**src/rtl/rolling_hash_combine_defines.svh**
```systemverilog
// ----------------------------------------------------------------------------
// Assertion macros for rolling_hash_combine
// Concurrent checks that compile away when SYNTH is defined.
// ----------------------------------------------------------------------------
`ifndef ROLLING_HASH_COMBINE_DEFINES_SVH
`define ROLLING_HASH_COMBINE_DEFINES_SVH

`ifndef SYNTH

`define RHC_ASSERT_IMP(label, clk, rst_n, ante, cons) \
	label: assert property (@(posedge clk) disable iff (!rst_n) (ante) |-> (cons)) \
		else $error("assertion failed");

`define RHC_ASSERT_NXT(label, clk, rst_n, ante, cons) \
	label: assert property (@(posedge clk) disable iff (!rst_n) (ante) |=> (cons)) \
		else $error("assertion failed");

`else

`define RHC_ASSERT_IMP(label, clk, rst_n, ante, cons)

`define RHC_ASSERT_NXT(label, clk, rst_n, ante, cons)

`endif

`endif

```
**src/rtl/rhc_pkg.sv**
```systemverilog
// ----------------------------------------------------------------------------
// rhc_pkg
// Types and constants shared by the rolling hash combine block.
// ----------------------------------------------------------------------------
package rhc_pkg;

	localparam int LENGTH_BITS    = 20;
	localparam int HASH_BITS      = 31;
	localparam int CFG_INDEX_BITS = 1;
	localparam int CFG_DATA_BITS  = 31;
	localparam int BIT_IDX_BITS   = $clog2(LENGTH_BITS);
	localparam int STEP_BITS      = $clog2(HASH_BITS);

	localparam logic [HASH_BITS-1:0] RESET_MODULUS = 31'd1921500998;
	localparam logic [HASH_BITS-1:0] RESET_BASE    = 31'd257;

	typedef enum logic [CFG_INDEX_BITS-1:0] {
		CFG_MODULUS   = 1'b0,
		CFG_HASH_BASE = 1'b1
	} cfg_index_t;

	typedef enum logic [0:0] {
		CMD_CONCAT = 1'b0,
		CMD_REMOVE = 1'b1
	} command_t;

	typedef enum logic [1:0] {
		STATUS_OK        = 2'd0,
		STATUS_UNDERFLOW = 2'd1,
		STATUS_OVERFLOW  = 2'd2
	} status_t;

	typedef struct packed {
		command_t               command;
		logic [LENGTH_BITS-1:0] left_length;
		logic [HASH_BITS-1:0]   left_hash;
		logic [LENGTH_BITS-1:0] right_length;
		logic [HASH_BITS-1:0]   right_hash;
	} in_t;

	typedef struct packed {
		logic [LENGTH_BITS-1:0] result_length;
		logic [HASH_BITS-1:0]   result_hash;
		status_t                status;
	} out_t;

	typedef struct packed {
		logic                 go;
		logic [HASH_BITS-1:0] a;
		logic [HASH_BITS-1:0] b;
	} mm_req_t;

endpackage

```
**src/rtl/rhc_modmul.sv**
```systemverilog
// ----------------------------------------------------------------------------
// rhc_modmul
// Bit-serial modular multiplier: prod = a * b mod m, one bit of b per cycle,
// most significant bit first. The multiplicand a must not exceed m.
// ----------------------------------------------------------------------------
`include "rolling_hash_combine_defines.svh"

module rhc_modmul (
	input  logic                                clk,
	input  logic                                arst_n,
	input  rhc_pkg::mm_req_t                    req,
	input  logic [rhc_pkg::HASH_BITS-1:0]       m,
	output logic                                done,
	output logic [rhc_pkg::HASH_BITS-1:0]       prod
);

	logic                            run_q;
	logic                            done_q;
	logic [rhc_pkg::STEP_BITS-1:0]   cnt_q;
	logic [rhc_pkg::HASH_BITS-1:0]   acc_q;
	logic [rhc_pkg::HASH_BITS-1:0]   a_q;
	logic [rhc_pkg::HASH_BITS-1:0]   b_q;

	logic [rhc_pkg::HASH_BITS:0]     dbl;
	logic [rhc_pkg::HASH_BITS:0]     dbl_sub;
	logic [rhc_pkg::HASH_BITS-1:0]   dbl_red;
	logic [rhc_pkg::HASH_BITS:0]     sum;
	logic [rhc_pkg::HASH_BITS:0]     sum_sub;
	logic [rhc_pkg::HASH_BITS-1:0]   sum_red;
	logic [rhc_pkg::HASH_BITS-1:0]   acc_next;

	always_comb begin
		dbl      = {acc_q, 1'b0};
		dbl_sub  = dbl - {1'b0, m};
		dbl_red  = (dbl >= {1'b0, m}) ? dbl_sub[rhc_pkg::HASH_BITS-1:0]
			: dbl[rhc_pkg::HASH_BITS-1:0];
		sum      = {1'b0, dbl_red} + {1'b0, a_q};
		sum_sub  = sum - {1'b0, m};
		sum_red  = (sum >= {1'b0, m}) ? sum_sub[rhc_pkg::HASH_BITS-1:0]
			: sum[rhc_pkg::HASH_BITS-1:0];
		acc_next = b_q[rhc_pkg::HASH_BITS-1] ? sum_red : dbl_red;
	end

	always_ff @(posedge clk or negedge arst_n) begin
		if (!arst_n) begin
			run_q  <= 1'b0;
			done_q <= 1'b0;
			cnt_q  <= '0;
		end else begin
			done_q <= 1'b0;
			if (req.go) begin
				run_q <= 1'b1;
				cnt_q <= rhc_pkg::STEP_BITS'(rhc_pkg::HASH_BITS - 1);
			end else if (run_q) begin
				cnt_q <= cnt_q - 1'b1;
				if (cnt_q == '0) begin
					run_q  <= 1'b0;
					done_q <= 1'b1;
				end
			end
		end
	end

	always_ff @(posedge clk) begin
		if (req.go) begin
			acc_q <= '0;
			a_q   <= req.a;
			b_q   <= req.b;
		end else if (run_q) begin
			acc_q <= acc_next;
			b_q   <= {b_q[rhc_pkg::HASH_BITS-2:0], 1'b0};
		end
	end

	assign done = done_q;
	assign prod = acc_q;

	`RHC_ASSERT_IMP(a_go_when_idle, clk, arst_n, req.go, !run_q)
	`RHC_ASSERT_NXT(a_done_after_last, clk, arst_n, run_q && cnt_q == '0 && !req.go, done_q)
	`RHC_ASSERT_IMP(a_done_stopped, clk, arst_n, done_q, !run_q)

endmodule

```
**src/rtl/rolling_hash_combine.sv**
```systemverilog
// ----------------------------------------------------------------------------
// rolling_hash_combine
// Concatenates two polynomial string hashes or removes one as a prefix of the
// other, using a shared bit-serial modular multiplier under a sequencer.
// ----------------------------------------------------------------------------
// Channel   Handshake              Payload
// item      start / busy           in_t (command, lengths, hashes)
// result    result_valid strobe    out_t (length, hash, status)
// config    cfg_we                 cfg_index, cfg_data
//
// Every multiplication runs on the shared multiplier. An item needs
// 24 + popcount(e) multiplications, where e is the exponent of the base power,
// so busy stays high while they run after the beat is accepted, and the result
// strobe rises at the same edge at which busy falls. Reset clears the sequencer
// and loads the register defaults. The receiver cannot stall; each result is
// shown for one cycle.
// ----------------------------------------------------------------------------
`include "rolling_hash_combine_defines.svh"

module rolling_hash_combine (
	input  logic                                clk,
	input  logic                                arst_n,
	input  logic                                start,
	output logic                                busy,
	input  rhc_pkg::in_t                        item,
	output logic                                result_valid,
	output rhc_pkg::out_t                       result,
	input  logic                                cfg_we,
	input  rhc_pkg::cfg_index_t                 cfg_index,
	input  logic [rhc_pkg::CFG_DATA_BITS-1:0]   cfg_data
);

	typedef enum logic [2:0] {
		ST_IDLE,
		ST_RED_BASE,
		ST_RED_LEFT,
		ST_RED_RIGHT,
		ST_POW_SQ,
		ST_POW_MUL,
		ST_FINAL
	} state_t;

	state_t                              state_q;
	logic                                go_q;
	logic [rhc_pkg::HASH_BITS-1:0]       modulus_q;
	logic [rhc_pkg::HASH_BITS-1:0]       hash_base_q;
	rhc_pkg::in_t                        item_q;
	logic [rhc_pkg::LENGTH_BITS-1:0]     exp_q;
	logic [rhc_pkg::LENGTH_BITS-1:0]     len_q;
	rhc_pkg::status_t                    status_q;
	logic [rhc_pkg::BIT_IDX_BITS-1:0]    bit_q;
	logic [rhc_pkg::HASH_BITS-1:0]       base_q;
	logic [rhc_pkg::HASH_BITS-1:0]       ha_q;
	logic [rhc_pkg::HASH_BITS-1:0]       hb_q;
	logic [rhc_pkg::HASH_BITS-1:0]       acc_q;
	rhc_pkg::out_t                       result_q;
	logic                                result_valid_q;

	logic [rhc_pkg::HASH_BITS-1:0]       m_eff;
	logic [rhc_pkg::HASH_BITS-1:0]       one_mod;
	rhc_pkg::mm_req_t                    mm_req;
	logic                                mm_done;
	logic [rhc_pkg::HASH_BITS-1:0]       mm_prod;
	logic                                accept;
	logic [rhc_pkg::LENGTH_BITS:0]       len_sum;
	logic [rhc_pkg::LENGTH_BITS-1:0]     len_diff;
	logic                                len_under;
	logic [rhc_pkg::HASH_BITS:0]         cat_sum;
	logic [rhc_pkg::HASH_BITS:0]         cat_sub;
	logic [rhc_pkg::HASH_BITS:0]         rem_diff;
	logic [rhc_pkg::HASH_BITS:0]         rem_wrap;
	logic [rhc_pkg::HASH_BITS-1:0]       final_hash;

	always_ff @(posedge clk or negedge arst_n) begin
		if (!arst_n) begin
			modulus_q   <= rhc_pkg::RESET_MODULUS;
			hash_base_q <= rhc_pkg::RESET_BASE;
		end else if (cfg_we) begin
			unique case (cfg_index)
				rhc_pkg::CFG_MODULUS:   modulus_q   <= cfg_data;
				rhc_pkg::CFG_HASH_BASE: hash_base_q <= cfg_data;
			endcase
		end
	end

	assign m_eff   = (modulus_q < 31'd2) ? 31'd1 : modulus_q;
	assign one_mod = (m_eff == 31'd1) ? 31'd0 : 31'd1;
	assign accept  = start && (state_q == ST_IDLE);
	assign busy    = (state_q != ST_IDLE);

	assign len_sum   = {1'b0, item.left_length} + {1'b0, item.right_length};
	assign len_under = item.right_length > item.left_length;
	assign len_diff  = len_under ? '0 : (item.left_length - item.right_length);

	always_comb begin
		mm_req.go = go_q;
		unique case (state_q)
			ST_IDLE: begin
				mm_req.a = '0;
				mm_req.b = '0;
			end
			ST_RED_BASE: begin
				mm_req.a = 31'd1;
				mm_req.b = hash_base_q;
			end
			ST_RED_LEFT: begin
				mm_req.a = 31'd1;
				mm_req.b = item_q.left_hash;
			end
			ST_RED_RIGHT: begin
				mm_req.a = 31'd1;
				mm_req.b = item_q.right_hash;
			end
			ST_POW_SQ: begin
				mm_req.a = acc_q;
				mm_req.b = acc_q;
			end
			ST_POW_MUL: begin
				mm_req.a = base_q;
				mm_req.b = acc_q;
			end
			ST_FINAL: begin
				mm_req.a = acc_q;
				mm_req.b = (item_q.command == rhc_pkg::CMD_CONCAT) ? ha_q : hb_q;
			end
		endcase
	end

	always_comb begin
		cat_sum  = {1'b0, mm_prod} + {1'b0, hb_q};
		cat_sub  = cat_sum - {1'b0, m_eff};
		rem_diff = {1'b0, ha_q} - {1'b0, mm_prod};
		rem_wrap = rem_diff + {1'b0, m_eff};
		if (item_q.command == rhc_pkg::CMD_CONCAT) begin
			final_hash = (cat_sum >= {1'b0, m_eff}) ? cat_sub[rhc_pkg::HASH_BITS-1:0]
				: cat_sum[rhc_pkg::HASH_BITS-1:0];
		end else begin
			final_hash = (ha_q >= mm_prod) ? rem_diff[rhc_pkg::HASH_BITS-1:0]
				: rem_wrap[rhc_pkg::HASH_BITS-1:0];
		end
	end

	always_ff @(posedge clk or negedge arst_n) begin
		if (!arst_n) begin
			state_q        <= ST_IDLE;
			go_q           <= 1'b0;
			result_valid_q <= 1'b0;
			item_q         <= '0;
			exp_q          <= '0;
			len_q          <= '0;
			status_q       <= rhc_pkg::STATUS_OK;
			bit_q          <= '0;
			base_q         <= '0;
			ha_q           <= '0;
			hb_q           <= '0;
			acc_q          <= '0;
			result_q       <= '0;
		end else begin
			go_q           <= 1'b0;
			result_valid_q <= 1'b0;
			unique case (state_q)
				ST_IDLE: begin
					if (accept) begin
						item_q  <= item;
						state_q <= ST_RED_BASE;
						go_q    <= 1'b1;
						if (item.command == rhc_pkg::CMD_CONCAT) begin
							exp_q <= item.right_length;
							if (len_sum[rhc_pkg::LENGTH_BITS]) begin
								len_q    <= '1;
								status_q <= rhc_pkg::STATUS_OVERFLOW;
							end else begin
								len_q    <= len_sum[rhc_pkg::LENGTH_BITS-1:0];
								status_q <= rhc_pkg::STATUS_OK;
							end
						end else begin
							exp_q    <= len_diff;
							len_q    <= len_diff;
							status_q <= len_under ? rhc_pkg::STATUS_UNDERFLOW
								: rhc_pkg::STATUS_OK;
						end
					end
				end
				ST_RED_BASE: begin
					if (mm_done) begin
						base_q  <= mm_prod;
						state_q <= ST_RED_LEFT;
						go_q    <= 1'b1;
					end
				end
				ST_RED_LEFT: begin
					if (mm_done) begin
						ha_q    <= mm_prod;
						state_q <= ST_RED_RIGHT;
						go_q    <= 1'b1;
					end
				end
				ST_RED_RIGHT: begin
					if (mm_done) begin
						hb_q    <= mm_prod;
						acc_q   <= one_mod;
						bit_q   <= rhc_pkg::BIT_IDX_BITS'(rhc_pkg::LENGTH_BITS - 1);
						state_q <= ST_POW_SQ;
						go_q    <= 1'b1;
					end
				end
				ST_POW_SQ: begin
					if (mm_done) begin
						acc_q <= mm_prod;
						go_q  <= 1'b1;
						if (exp_q[bit_q]) begin
							state_q <= ST_POW_MUL;
						end else if (bit_q == '0) begin
							state_q <= ST_FINAL;
						end else begin
							bit_q   <= bit_q - 1'b1;
							state_q <= ST_POW_SQ;
						end
					end
				end
				ST_POW_MUL: begin
					if (mm_done) begin
						acc_q <= mm_prod;
						go_q  <= 1'b1;
						if (bit_q == '0) begin
							state_q <= ST_FINAL;
						end else begin
							bit_q   <= bit_q - 1'b1;
							state_q <= ST_POW_SQ;
						end
					end
				end
				ST_FINAL: begin
					if (mm_done) begin
						result_q.result_length <= len_q;
						result_q.result_hash   <= final_hash;
						result_q.status        <= status_q;
						result_valid_q         <= 1'b1;
						state_q                <= ST_IDLE;
					end
				end
			endcase
		end
	end

	rhc_modmul u_modmul (
		.clk    (clk),
		.arst_n (arst_n),
		.req    (mm_req),
		.m      (m_eff),
		.done   (mm_done),
		.prod   (mm_prod)
	);

	assign result_valid = result_valid_q;
	assign result       = result_q;

	`RHC_ASSERT_NXT(a_accept_busy, clk, arst_n, accept, busy)
	`RHC_ASSERT_IMP(a_result_idle, clk, arst_n, result_valid_q, state_q == ST_IDLE)
	`RHC_ASSERT_IMP(a_go_busy, clk, arst_n, go_q, state_q != ST_IDLE)

endmodule

```
**config.mk**
```make
export PLATFORM = sky130hd
export DESIGN_NAME = rolling_hash_combine
export DESIGN_NICKNAME = d
export VERILOG_FILES = /design/src/rtl/rhc_pkg.sv /design/src/rtl/rhc_modmul.sv /design/src/rtl/rolling_hash_combine.sv
export VERILOG_INCLUDE_DIRS = /design/src /design/src/rtl
export SDC_FILE = /design/constraint.sdc
export NUM_CORES = 1
export LEC_CHECK = 0
export BUFFER_PORTS_ARGS = -buffer_cell sky130_fd_sc_hd__buf_2
export CAP_MARGIN = 30
export CORE_ASPECT_RATIO = 1.75
export CORE_MARGIN = 5
export CORE_UTILIZATION = 50
export CTS_BUF_LIST = sky130_fd_sc_hd__clkbuf_8
export DETAILED_ROUTE_END_ITERATION = 8
export PLACE_DENSITY = 0.63
export SLEW_MARGIN = 20
export SYNTH_ARGS = -nofsm -noshare
export SYNTH_HDL_FRONTEND = slang
export SYNTH_SLANG_ARGS = --single-unit
export TNS_END_PERCENT = 100
```
**constraint.sdc**
```tcl
create_clock -name clk -period 16.4 [get_ports clk]
set_clock_uncertainty 0.05 [all_clocks]
set_input_delay 0.82 -clock clk [delete_from_list [all_inputs] [get_ports clk]]
set_output_delay 0.82 -clock clk [all_outputs]
set_load 0.1 [all_outputs]
```
==> run summary <==
Largest net degree at the start of global routing: 136
CP most frequent cell: a21oi_1
Fin nets: 4375
ANT nets after route: 0
Clock Path Buffers: 3
Fin crit share: 0.621
Io pins: 194
Fill cell instance count of the final layout: 6272
Placed instance count: 4775
Post-synth cell types: 91
Cts repair resizes: 0
Finished Layout Cells: 4920
CTS root buffer: clkbuf_8
Crit path max fanout: 61
Clock-pin slew on the worst setup and hold paths: 0.08 ns
Via/cell ratio: 6.06
GRT Residual Overflow: 0
Synth Register Bits: 454
Mapped Area: 0.0333 mm2
Setup crit end kind: flop
Most common cell after layout, fill and taps aside: nand2_1
Port bufs: 193
Core ar.: 0.0662 mm2
Max_cap viols: 0
Hold Vio Cnt, Final: 0
Antenna violations before repair: 10
Post-CTS Setup Bufs: 0
Crit path max-delay cell type: a2111oi_1
TritonCTS Buffers: 76
Router iterations before antenna repair: 6
Startpoint types: flop
Yosys warning count: 0
Post-Synthesis Cells: 3858
First-pass GRT wire length: 185 mm
Drt drc: 0
CTS Sinks: 454
Total track usage: 0.342
Fmax: 0.0981 GHz
Final Max Tran Viols: 0
Outcome: finished clean
Die Ht: 351 um
H-tree Lvls: 3
CTS tree: done
Final hold slack: 0.0924 ns
Commonest cells after routing, fill and taps aside: 573 x nand2_1, 338 x dfrtp_1, 285 x o21ai_0
Top FF cell, synth: dfrtp_1
Area growth syn-to-layout: 9.73%
Ys async rst share: 0.795
RSZ-0062 raised after global routing: false
DR vias: 29800
Global placement routability congestion: 1.00
DP HPWL: 97.5 mm
CP Data Arrival Time: 10.76 ns
Average wire per standard cell: 25.3 um
Setup Crit Path Kind: flop to flop
Slowest stage delay, CP: 0.77 ns
Iteration-0 DRC Markers: 1906
Post-synthesis sequential area ratio: 0.347
Fraction of layout cells with a size suffix above 1: 0.133
Final WL: 125 mm
Post-Syn Nets: 4265
Avg Inst Size Synth: 8.63 um2
Post-synth EDFFs: 62
Setup_tns: 0 ns
Number of global-route vias before repair: 30300
Slew headroom: 0.265
Chip width: 205 um
Worst EP required: 16.97 ns
Minimum clock period: 10.19 ns
Slew @ Worst Pin: 1.07 ns
Endpoints failing setup: 0
Worst Hold Class: input pin to asynchronous set/reset pin
Die area: 0.0721 mm2
Num rows: 125
Post-cts hold buffer count: 0
Clock Latency Late Sink: 0.74 ns
Initial Util: 0.503
## registers in the layout, indices dropped and copies added, names as in the netlist, 31 cells and up
name           count
modulus_q         31
base_q            31
ha_q              31
u_modmul.prod     31
result            53
hb_q              31
hash_base_q       31
u_modmul.a_q      31
u_modmul.b_q      31
item_q            63
acc_q             31
## worst max-delay path: cells and delay by family, from the launching register on
kind / cells / cell delay [ns]
AOI/OAI and AO/OA: 17 / 4.16
xor gates and xnor gates: 1 / 0.20
adders and majority gates: 3 / 1.13
buffers and inverters: 3 / 1.16
DFF: 1 / 0.39
muxes: 2 / 0.83
and+or+nand+nor: 11 / 2.10
## final cells by class
class	count	area (um2)	share of cell area
inverters	226	848	0.0232
flip-flops and latches	454	11500	0.316
clock inverters	48	280	0.00767
repair buffers	243	1390	0.0380
well taps	889	1110	0.0304
clock buffers	88	1210	0.0331
multi-input cells	2967	20100	0.551
diodes	5	12.5	0.000342
## cell usage after synthesis (49+ instances only)
cell / number / share of area
dfrtp_1: 343 / 0.26
xnor2_1: 147 / 0.039
nand2_1: 574 / 0.065
nor2_1: 227 / 0.026
a21o_1: 85 / 0.019
xor2_1: 68 / 0.018
clkbuf_1: 174 / 0.020
mux2_2: 112 / 0.038
ha_1: 259 / 0.097
o22ai_1: 57 / 0.011
edfxtp_1: 62 / 0.056
o211ai_1: 49 / 0.011
mux2i_1: 94 / 0.028
nor3_1: 55 / 0.0083
a21oi_1: 261 / 0.039
inv_1: 224 / 0.025
o21ai_0: 285 / 0.043
## per-stage QoR
stage | utilization | instance area [um2] | setup WS [ns]
after floorplan | - | 33300 | 8.61
after global placement | 0.528 | 35000 | 6.49
after detailed placement | 0.529 | 35000 | 6.34
after CTS | 0.551 | 36500 | 6.34
after global routing | 0.552 | 36500 | 5.56
final | 0.552 | 36500 | 6.21
## worst paths after layout
path	from	end	slack [ns]	cells after the start
max in group asynchronous	arst_n	ha_q[25]	14.19	3
min in group clk	item[71]	item_q[71]	0.25	3
min	arst_n	item_q[12]	0.09	1
max	modulus_q[24]	u_modmul.prod[27]	6.21	37
max reg2reg	modulus_q[24]	u_modmul.prod[27]	6.21	37
min reg2reg	len_q[12]	result[45]	0.41	2
## cell families (layout without fill, tap and decap cells)
group                    count (synthesis)  after routing  synth area share
multiplexers                           216            216            0.0712
adder cells (fa/ha/maj)                268            268             0.103
AO/OA/AOI/OAI                         1163           1163             0.227
XOR/XNOR                               215            215            0.0565
other                                    0              5                 0
buffers and inverters                  437            605            0.0506
flip-flops                             454            454             0.347
AND/OR/NAND/NOR                       1105           1105             0.145
## routing by layer
metal | GRT usage | routed length, um
met5 | 0 | 40
met3 | 0.0564 | 6550
met2 | 0.582 | 60400
met4 | 0.331 | 15100
met1 | 0.351 | 42600
Power is not shown: default switching activity piles up to over one toggle a cycle in this logic, so the estimate is an artifact.
